**src/ptom_pkg.sv**
```systemverilog
// Package with the command and status types shared by the order matcher modules.
package ptom_pkg;

  typedef struct packed {
    logic accept;
    logic scan_clear;
    logic scan_en;
    logic remove;
    logic publish;
  } ptom_cmd_t;

  typedef struct packed {
    logic scan_done;
    logic match;
    logic out_full;
  } ptom_sts_t;

endpackage

```
**src/ptom_ctrl.sv**
```systemverilog
// Controller state machine sequencing insert, best-entry scans, matches and output.
module ptom_ctrl (
  input  logic                clk_i,
  input  logic                rst_ni,
  input  logic                in_valid_i,
  output logic                in_ready_o,
  input  ptom_pkg::ptom_sts_t sts_i,
  output ptom_pkg::ptom_cmd_t cmd_o
);

  typedef enum logic [1:0] {
    StIdle,
    StScan,
    StDone
  } state_e;

  state_e state_q, state_d;

  always_comb begin
    cmd_o      = '0;
    state_d    = state_q;
    in_ready_o = 1'b0;
    unique case (state_q)
      StIdle: begin
        in_ready_o = 1'b1;
        if (in_valid_i) begin
          cmd_o.accept     = 1'b1;
          cmd_o.scan_clear = 1'b1;
          state_d          = StScan;
        end
      end
      StScan: begin
        cmd_o.scan_en = 1'b1;
        if (sts_i.scan_done) begin
          if (sts_i.match) begin
            cmd_o.remove     = 1'b1;
            cmd_o.scan_clear = 1'b1;
          end else begin
            state_d = StDone;
          end
        end
      end
      StDone: begin
        if (!sts_i.out_full) begin
          cmd_o.publish = 1'b1;
          state_d       = StIdle;
        end
      end
      default: state_d = StIdle;
    endcase
  end

  always_ff @(posedge clk_i or negedge rst_ni) begin
    if (!rst_ni) begin
      state_q <= StIdle;
    end else begin
      state_q <= state_d;
    end
  end

endmodule

```
**config.mk**
```make
export PLATFORM = sky130hd
export DESIGN_NAME = ptom_ctrl
export DESIGN_NICKNAME = d
export VERILOG_FILES = /design/src/ptom_pkg.sv /design/src/ptom_ctrl.sv
export SDC_FILE = /design/constraint.sdc
export NUM_CORES = 1
export LEC_CHECK = 0
export BUFFER_PORTS_ARGS = -buffer_cell sky130_fd_sc_hd__buf_2
export CORE_AREA = 5 5 42 44
export CTS_BUF_LIST = sky130_fd_sc_hd__clkbuf_4 sky130_fd_sc_hd__clkbuf_8 sky130_fd_sc_hd__clkbuf_16
export DETAILED_ROUTE_END_ITERATION = 7
export DIE_AREA = 0 0 47 49
export PLACE_DENSITY = 0.3
export SLEW_MARGIN = 0
export SYNTH_ARGS = -nofsm -noshare
export SYNTH_HDL_FRONTEND = slang
export SYNTH_SLANG_ARGS = --single-unit
export TNS_END_PERCENT = 1
```
**constraint.sdc**
```tcl
create_clock -name clk_i -period 2.1 [get_ports clk_i]
set_clock_uncertainty 0.15 [all_clocks]
set_input_delay 0.21 -clock clk_i [delete_from_list [all_inputs] [get_ports clk_i]]
set_output_delay 0.21 -clock clk_i [all_outputs]
set_load 0.02 [all_outputs]
```
==> run metrics, run 1 <==
Final ANT Viol Nets 0; Longest Clk Path Bufs 2; initial detailed-routing violation count 6; largest cells by area after synthesis dfrtp_1 (40%), nor2b_1 (9.9%), a32o_1 (7.9%); Setup-failing EPs final 0; Switch Pwr 92.2 µW; RSZ-0062 raised after global routing false; io pins 12; Root Buffer clkbuf_4; actual slew at the worst max-slew pin 0.241 ns; placed cell count 40; worst flop-to-flop path startpoint state_q[0]; Vias 148; Initial Util 9.02%; Internal 155 µW; nets@finish 36; Overall Global Routing Usage 4.51%; CP Data Required Time 1.74 ns; CP Data Arrival Time 1.25 ns; Synth Net Count 19; PortBufs 11; crit path from state_q[0]; DR DRC count 0; register bit count reported by yosys 2; Mapped Avg Cell Area 9.72 µm²; critical path buffer and inverter count 1; antenna diode count 0; Slew HR 83.8%; Seq pwr share 24.9%; clock tree sinks 2; Synth Flop Type dfrtp_1; Final Critical Period 1.61 ns; Power Dens Cells 1060 nW/µm²; worst vdd ir 0.373 mV; logic gate share of total power 40.7%; Routed met2 length 103 µm; Power, Total 247 µW; Min-Delay Startpoint sts_i[2]; dpl hpwl 348 µm; top cells by count, synth dfrtp_1 (2), nor2_1 (2), nor2b_1 (2); Worst-path clk slew 0.03 ns; Syn-to-layout area delta 85.1%; height of the die 49 µm; routed wire length 428 µm; global route total overflow 0; mapped cell area 126 µm²; Placed Area 201 µm²; M1 WL 228 µm; first-pass GRT wire length 676 µm; CTS HTree Levels 1; TNS Setup 0 ns; Vias per Instance 3.36; Clock power frac 34.5%; area leader, netlist dfrtp_1; antenna violations before repair 0; Core Region 1400 µm²; nature of the critical path startpoint flip-flop; post-synthesis instance total 13; CP max FO 7; Largest Register state_q; full die area 2300 µm²; Regs by FF count state_q x2; Chip Width 47 µm; CP top delay family simple AND/OR/NAND/NOR gates; max FFs per register 2; Lkg Pwr 0.123 nW; Max Cap Viol 0; vias in the first global route 156; routed wire length on met3 96 µm; final period utilization 76.5%; detailed-router iteration count before antenna repair 4; CP max stage cell dfrtp_1; DR WL/cell 9.73 µm; sequential area share after synthesis 39.6%; Final Instance Area 234 µm²; Final Slew Violations 0; Fmax 0.623 GHz; layout cells sized above 1 53.6%; routability cong. 0.787; share of the synthesized area in the top cell type 39.6%; Post-synth ARST share 100%; unique cell type count in the Yosys netlist 10; pin count of the biggest net entering global routing 8; worst hold-check path type in2reg; outcome completed; crit end category primary output; Post-synth EDFFs 0; Cell Rows 14; CTS buffer count 3; Clk Latency, worst-skew pair 0.22 ns; CTS tree yes; top sig layer met3; switch share 37.3%; critical path type reg2out; CP Cell Sequence and4b_1, or2_1, buf_2; Hold Vio Cnt, Final 0; CP peak stage delay 0.43 ns; synth warn 0; Final Non-Filler Cells 44
[worst paths after layout]
path	end	slack [ns]	depth (start not counted)
worst max-delay path	cmd_o[3]	0.49	3
worst max register to register	state_q[1]	0.96	2
worst min-delay path	state_q[0]	0.07	2
min in group asynchronous	state_q[0]	0.14	2
worst min register to register	state_q[0]	0.37	1
max in group asynchronous	state_q[1]	1.56	2
[power by group through the flow]
stage	clock, mW	sequential (mW)	combinational [mW]
6_report	0.0852	0.0615	0.101
4_1_cts	0.0912	0.0609	0.102
5_1_grt	0.0970	0.0637	0.109
2_1_floorplan	0	0.0583	0.0671
3_3_place_gp	0	0.0599	0.100
3_5_place_dp	0	0.0611	0.101
[repair_timing]
action	CTS	global route
resized for setup	0	0
hold buffers	1	0
hold endpoints to repair	2	0
setup buffers	0	0
[cells by family (layout without fill, tap and decap cells)]
| logic type | count (synthesis) | in the layout | share of synthesized area [%] |
|---|---|---|---|
| compound gates | 2 | 2 | 14.9 |
| buf+inv | 1 | 16 | 2.97 |
| flops | 2 | 2 | 39.6 |
| simple gates | 8 | 8 | 42.6 |
[layout by cell type (no fill, tap or decap), drive strengths merged]
cell type,instances
inv,1
or2,1
a32o,1
nor2b,2
and2b,1
dlygate4sd3,1
a311oi,1
nor3b,1
and4b,1
clkbuf,3
dfrtp,2
nor2,2
buf,11
[stage by stage]
stage / hold slack [ns] / utilization, % / worst slack [ns]
finish: 0.0748 / 16.7 / 0.494
global route: 0.0855 / 16.7 / 0.403
detailed placement: -0.152 / 14.4 / 0.734
global placement: -0.155 / 14.4 / 0.752
CTS: 0.0697 / 16.7 / 0.486
floorplan: -0.236 / - / 0.440
[routing by layer]
layer  vias to the layer above  global-route usage [%]
li1                         79                       -
met1                        57                    5.95
met2                        12                    3.85
met3                         0                    4.06
met4                         0                    4.15
met5                         -                       0
[worst reg2reg max path, stage by stage, from the launching register on]
cell	delay, ns
dfrtp_1	0.43
and2b_4	0.20
a32o_1	0.25
[final cells by class]
cell class | count | area [µm²]
Tap cell | 16 | 20.0
Fill cell | 166 | 1170
Sequential cell | 2 | 50.0
Timing Repair Buffer | 12 | 65.1
Multi-Input combinational cell | 10 | 72.6
Clock buffer | 3 | 22.5
Inverter | 1 | 3.75
Note: power is estimated with default switching activity, not from simulation.
==> run 2: changes to the inputs <==
--- a/config.mk
+++ b/config.mk
@@ -5,12 +5,13 @@
 export SDC_FILE = /design/constraint.sdc
 export NUM_CORES = 1
 export LEC_CHECK = 0
+export ABC_AREA = 1
 export BUFFER_PORTS_ARGS = -buffer_cell sky130_fd_sc_hd__buf_2
 export CORE_AREA = 5 5 42 44
 export CTS_BUF_LIST = sky130_fd_sc_hd__clkbuf_4 sky130_fd_sc_hd__clkbuf_8 sky130_fd_sc_hd__clkbuf_16
 export DETAILED_ROUTE_END_ITERATION = 7
 export DIE_AREA = 0 0 47 49
-export PLACE_DENSITY = 0.3
+export PLACE_DENSITY = 0.33
 export SLEW_MARGIN = 0
 export SYNTH_ARGS = -nofsm -noshare
 export SYNTH_HDL_FRONTEND = slang
==> constraint.sdc (replaced) <==
create_clock -name clk_i -period 1.4 [get_ports clk_i]
set_clock_uncertainty 0.15 [all_clocks]
set_input_delay 0.14 -clock clk_i [delete_from_list [all_inputs] [get_ports clk_i]]
set_output_delay 0.14 -clock clk_i [all_outputs]
set_load 0.02 [all_outputs]
==> run 2 against run 1 <==
The flow now finishes with violations (setup timing). Register-to-register slack lost 0.73 ns. First-iteration DRC count shrank 83%. Sequential power grew 89%. Area after synthesis grew 14%. Largest power group unchanged.
==> run metrics, run 2 <==
worst hold-check path type in2reg; Max Cap Viol 0; CP Data Arrival Time 1.12 ns; Internal 342 µW; Regs by FF count state_q x2; CP max FO 4; Setup-failing EPs final 1; initial detailed-routing violation count 1; Vias 174; height of the die 49 µm; routed wire length 403 µm; Largest Register state_q; DR DRC count 0; top-count cell post-synth nand2_1; Overall Global Routing Usage 4.50%; RSZ-0062 raised after global routing true; Clock power frac 20.5%; max FFs per register 2; Post-synth EDFFs 0; crit end category primary output; Final Slew Violations 0; routability cong. 0.633; io pins 12; top cells by count, synth nand2_1 (7), inv_1 (4), dfrtp_1 (2), nand3_1 (2), nor2_1 (2); DR WL/cell 7.33 µm; vias in the first global route 195; share of the synthesized area in the top cell type 34.8%; critical path type reg2out; Filler cells 179; Synth Area in Simple Gates 42.6%; area leader, netlist dfrtp_1; CTS HTree Levels 1; Worst-path clk slew 0.03 ns; Slew HR 92.2%; Root Buffer clkbuf_4; Hold Vio Cnt, Final 0; Power Dens Cells 2240 nW/µm²; sequential area share after synthesis 34.8%; Mapped Avg Cell Area 6.54 µm²; CP Data Required Time 1.11 ns; layout cells sized above 1 53.8%; failing checks setup timing; post-synthesis instance total 22; Synth Area in XOR/XNOR 0%; pin count of the biggest net entering global routing 5; logic gate share of total power 60.8%; Initial Util 10.3%; CTS buffer count 3; actual slew at the worst max-slew pin 0.116 ns; first-pass GRT wire length 710 µm; nature of the critical path startpoint flip-flop; Seq pwr share 18.7%; worst vdd ir 0.714 mV; global route total overflow 0; Switch Pwr 275 µW; Cell Rows 14; Post-synth ARST share 100%; Adder-Cell Fraction of Synth Area 0%; Synth Flop Type dfrtp_1; mux contribution to synthesized area 0%; Vias per Instance 3.16; PortBufs 11; switch share 44.6%; antenna diode count 0; Clk Latency, worst-skew pair 0.22 ns; full die area 2300 µm²; commonest cells after routing, fill and taps aside buf_2 (8), nand2_1 (7), buf_4 (5); Core Region 1400 µm²; Final ANT Viol Nets 0; Fmax 0.707 GHz; Final Non-Filler Cells 55; outcome finished with violations; clock tree sinks 2; dpl hpwl 337 µm; Syn-to-layout area delta 91.3%; nets@finish 47; synth warn 0; mapped cell area 144 µm²; slack of the critical path -0.0139 ns; Chip Width 47 µm; placed cell count 50; Longest Clk Path Bufs 2; unique cell type count in the Yosys netlist 10; Final Critical Period 1.41 ns; detailed-router iteration count before antenna repair 2; commonest non-fill, non-tap cell in the layout buf_2; CTS tree yes; TNS Setup -0.0139 ns; Compound-Gate Fraction of Synth Area 9.57%; largest cells by area after synthesis dfrtp_1 (35%), nand2_1 (18%), inv_1 (10%); largest family of logic cells by synthesized area simple AND/OR/NAND/NOR gates; register bit count reported by yosys 2; antenna violations before repair 0; Lkg Pwr 0.165 nW; Synth Net Count 28; final period utilization 101%
## run 2: changes by cell type in the layout (fill, tap and decap cells not counted), sizes merged, moves of 2 or more
cell,before,now
nor2b,2,0
nand2,0,7
buf,11,13
o21ai,0,2
nor2,2,4
nand3,0,2
inv,1,5
## run 2: what timing repair did
item,4_1_cts,5_1_grt
gates resized for setup,3,1
buffers inserted,1,0
pin swaps,1,0
endpoints found under the hold margin,2,0
hold buffers,1,0
endpoints found under the setup margin,3,4
## run 2: final timing paths
check	end	from	slack, ns	depth (start not counted)
worst max-delay path	cmd_o[3]	state_q[1]	-0.01	4
worst min-delay path	state_q[0]	sts_i[1]	0.004	3
worst max register to register	state_q[1]	state_q[1]	0.23	7
worst min register to register	state_q[0]	state_q[0]	0.44	3
max in group asynchronous	state_q[1]	rst_ni	0.92	2
min in group asynchronous	state_q[1]	rst_ni	0.08	2
## run 2: worst max-delay path: stages (launching register included)
cell and delay (ns):
dfrtp_2 0.43, nor2_4 0.12, nand2_1 0.07, o21ai_1 0.13
buf_4 0.16
## run 2: logic make-up after synthesis
| group | after synthesis |
|---|---|
| flops | 2 |
| buf+inv | 5 |
| compound gates | 2 |
| simple gates | 13 |
## run 2: cell type report
| class | count | area [µm²] | area share [%] |
|---|---|---|---|
| clock buffers | 3 | 22.5 | 8.18 |
| inverters | 5 | 18.8 | 6.82 |
| multi-input cells | 15 | 75.1 | 27.3 |
| flip-flops and latches | 2 | 51.3 | 18.6 |
| well taps | 16 | 20.0 | 7.27 |
| repair buffers | 14 | 87.6 | 31.8 |
## run 2: metal layers
metal	vias up	track usage, %	part of all wire, %
met3	0	4.80	11
met5	-	0	0
met2	10	3.85	29
met4	0	1.38	0
li1	99	-	-
met1	65	6.77	59
## run 2: power by group through the flow
stage	Sequential, mW	Clock [mW]	Combinational [mW]
finish	0.116	0.126	0.376
CTS	0.117	0.134	0.372
global route	0.122	0.144	0.417
floorplan	0.111	0	0.221
global placement	0.119	0	0.338
detailed placement	0.115	0	0.333
## run 2: metrics by stage
| stage | setup WS (ns) | power, mW | hold WS (ns) | cell area, µm² | util, % |
|---|---|---|---|---|---|
| finish | -0.0139 | 0.617 | 0.00365 | 275 | 19.6 |
| global route | -0.0924 | 0.684 | 0.0152 | 275 | 19.6 |
| CTS | -0.0270 | 0.623 | 0.00133 | 273 | 19.5 |
| detailed placement | 0.190 | 0.448 | -0.221 | 226 | 16.2 |
| global placement | 0.185 | 0.457 | -0.223 | 226 | 16.2 |
| floorplan | 0.0491 | 0.332 | -0.306 | 144 | - |
==> run 3: changes to the inputs <==
--- a/config.mk
+++ b/config.mk
@@ -11,7 +11,7 @@
 export CTS_BUF_LIST = sky130_fd_sc_hd__clkbuf_4 sky130_fd_sc_hd__clkbuf_8 sky130_fd_sc_hd__clkbuf_16
 export DETAILED_ROUTE_END_ITERATION = 7
 export DIE_AREA = 0 0 47 49
-export PLACE_DENSITY = 0.33
+export GPL_ROUTABILITY_DRIVEN = 1
 export SLEW_MARGIN = 0
 export SYNTH_ARGS = -nofsm -noshare
 export SYNTH_HDL_FRONTEND = slang
==> run 3 against run 2 <==
The run still ends with setup timing left. Setup slack got worse by 0.0031 ns. Sequential share of layout area fell by 1.4 points. Fmax down 0.22%. Clock power rose by 3%. Critical path type unchanged. Critical endpoint unchanged.
==> run metrics, run 3 (same netlist as run 2, synthesis figures left out) <==
outcome finished with violations; failing checks setup timing; switch share 45.7%; area of the multi-input gates 85.1 µm²; commonest non-fill, non-tap cell in the layout buf_2; global route total overflow 0; CTS buffer count 3; antenna diode count 0; logic gate share of total power 61.2%; Regs by FF count state_q x2; Final Critical Period 1.42 ns; Vias 207; initial detailed-routing violation count 1; final core utilization 21.3%; Vias per Instance 3.70; actual slew at the worst max-slew pin 0.139 ns; Switch Pwr 296 µW; Final Slew Violations 0; dpl ws 0.158 ns; placed cell count 49; routability cong. 0.667; layout cells sized above 1 57.5%; Worst-path clk slew 0.03 ns; CP Data Required Time 1.11 ns; nets@finish 48; io pins 12; Final ANT Viol Nets 0; commonest cells after routing, fill and taps aside buf_2 (7), buf_4 (6), nand2_1 (5); pin count of the biggest net entering global routing 5; Largest Register state_q; detailed-router iteration count before antenna repair 2; worst hold-check path type in2reg; Fmax 0.706 GHz; Clock power frac 20.0%; Lkg Pwr 0.171 nW; Overall Global Routing Usage 5.28%; CP max FO 3; Power Dens Cells 2170 nW/µm²; WHS 0.0193 ns; max FFs per register 2; CTS tree yes; PortBufs 11; slack of the critical path -0.0170 ns; Placed Area 219 µm²; RSZ-0062 raised after global routing true; CP Data Arrival Time 1.13 ns; sequential cell area 51.3 µm²; full die area 2300 µm²; dpl hpwl 330 µm; vias in the first global route 212; Setup-failing EPs final 1; height of the die 49 µm; Filler cells 174; Power, Total 648 µW; Seq pwr share 18.8%; CTS HTree Levels 1; crit end category primary output; antenna violations before repair 0; Slew HR 90.7%; nature of the critical path startpoint flip-flop; Longest Clk Path Bufs 2; Root Buffer clkbuf_4; Max Cap Viol 0; final period utilization 101%; Chip Width 47 µm; critical path type reg2out; Core Region 1400 µm²; Final Non-Filler Cells 56; Syn-to-layout area delta 107%; Clk Latency, worst-skew pair 0.22 ns; DR DRC count 0; Hold Vio Cnt, Final 0; routed wire length 448 µm; DR WL/cell 8.00 µm; Internal 352 µW; worst vdd ir 0.580 mV; TNS Setup -0.0170 ns; first-pass GRT wire length 779 µm; Cell Rows 14; Final Instance Area 298 µm²; Initial Util 10.3%; clock tree sinks 2
## run 3: worst max-delay path, stage by stage, from the launching register on
cell	delay, ns
dfrtp_2	0.43
nor2_4	0.14
nand2_2	0.06
o21ai_1	0.11
buf_4	0.15
## run 3: area by class of cell
| class | count | area share, % |
|---|---|---|
| Sequential cell | 2 | 17.2 |
| Multi-Input combinational cell | 15 | 28.6 |
| Clock buffer | 3 | 7.56 |
| Tap cell | 16 | 6.72 |
| Timing Repair Buffer | 15 | 33.6 |
| Inverter | 5 | 6.30 |
## run 3: worst paths after layout
path                       slack (ns)          to  depth (start not counted)       start
setup / recovery                -0.02    cmd_o[3]                          4  state_q[1]
hold / removal                   0.02  state_q[0]                          3  in_valid_i
setup reg to reg                 0.24  state_q[1]                          5  state_q[1]
hold reg to reg                  0.46  state_q[0]                          3  state_q[0]
max in group asynchronous        0.92  state_q[1]                          2      rst_ni
min in group asynchronous        0.08  state_q[0]                          2      rst_ni
## run 3: per-layer routing
metal	GRT usage (%)	share of wire, %	up-vias
li1	-	-	105
met1	5.93	42	86
met2	6.11	42	12
met3	2.21	10	4
met4	6.91	5.1	0
met5	0	0	-
## run 3: power groups by stage
stage	logic (mW)	clock network, mW	registers, mW
after CTS	0.359	0.136	0.116
after global routing	0.446	0.143	0.125
after detailed placement	0.312	0	0.114
after floorplan	0.221	0	0.111
after global placement	0.309	0	0.112
final	0.396	0.130	0.122
## run 3: repair_timing
| action | CTS | global route |
|---|---|---|
| setup buffers | 1 | 1 |
| pin swaps | 1 | 1 |
| setup endpoints to repair | 3 | 4 |
| hold buffers | 2 | 0 |
| resized for setup | 3 | 5 |
| cloned | 0 | 0 |
| endpoints found under the hold margin | 3 | 0 |
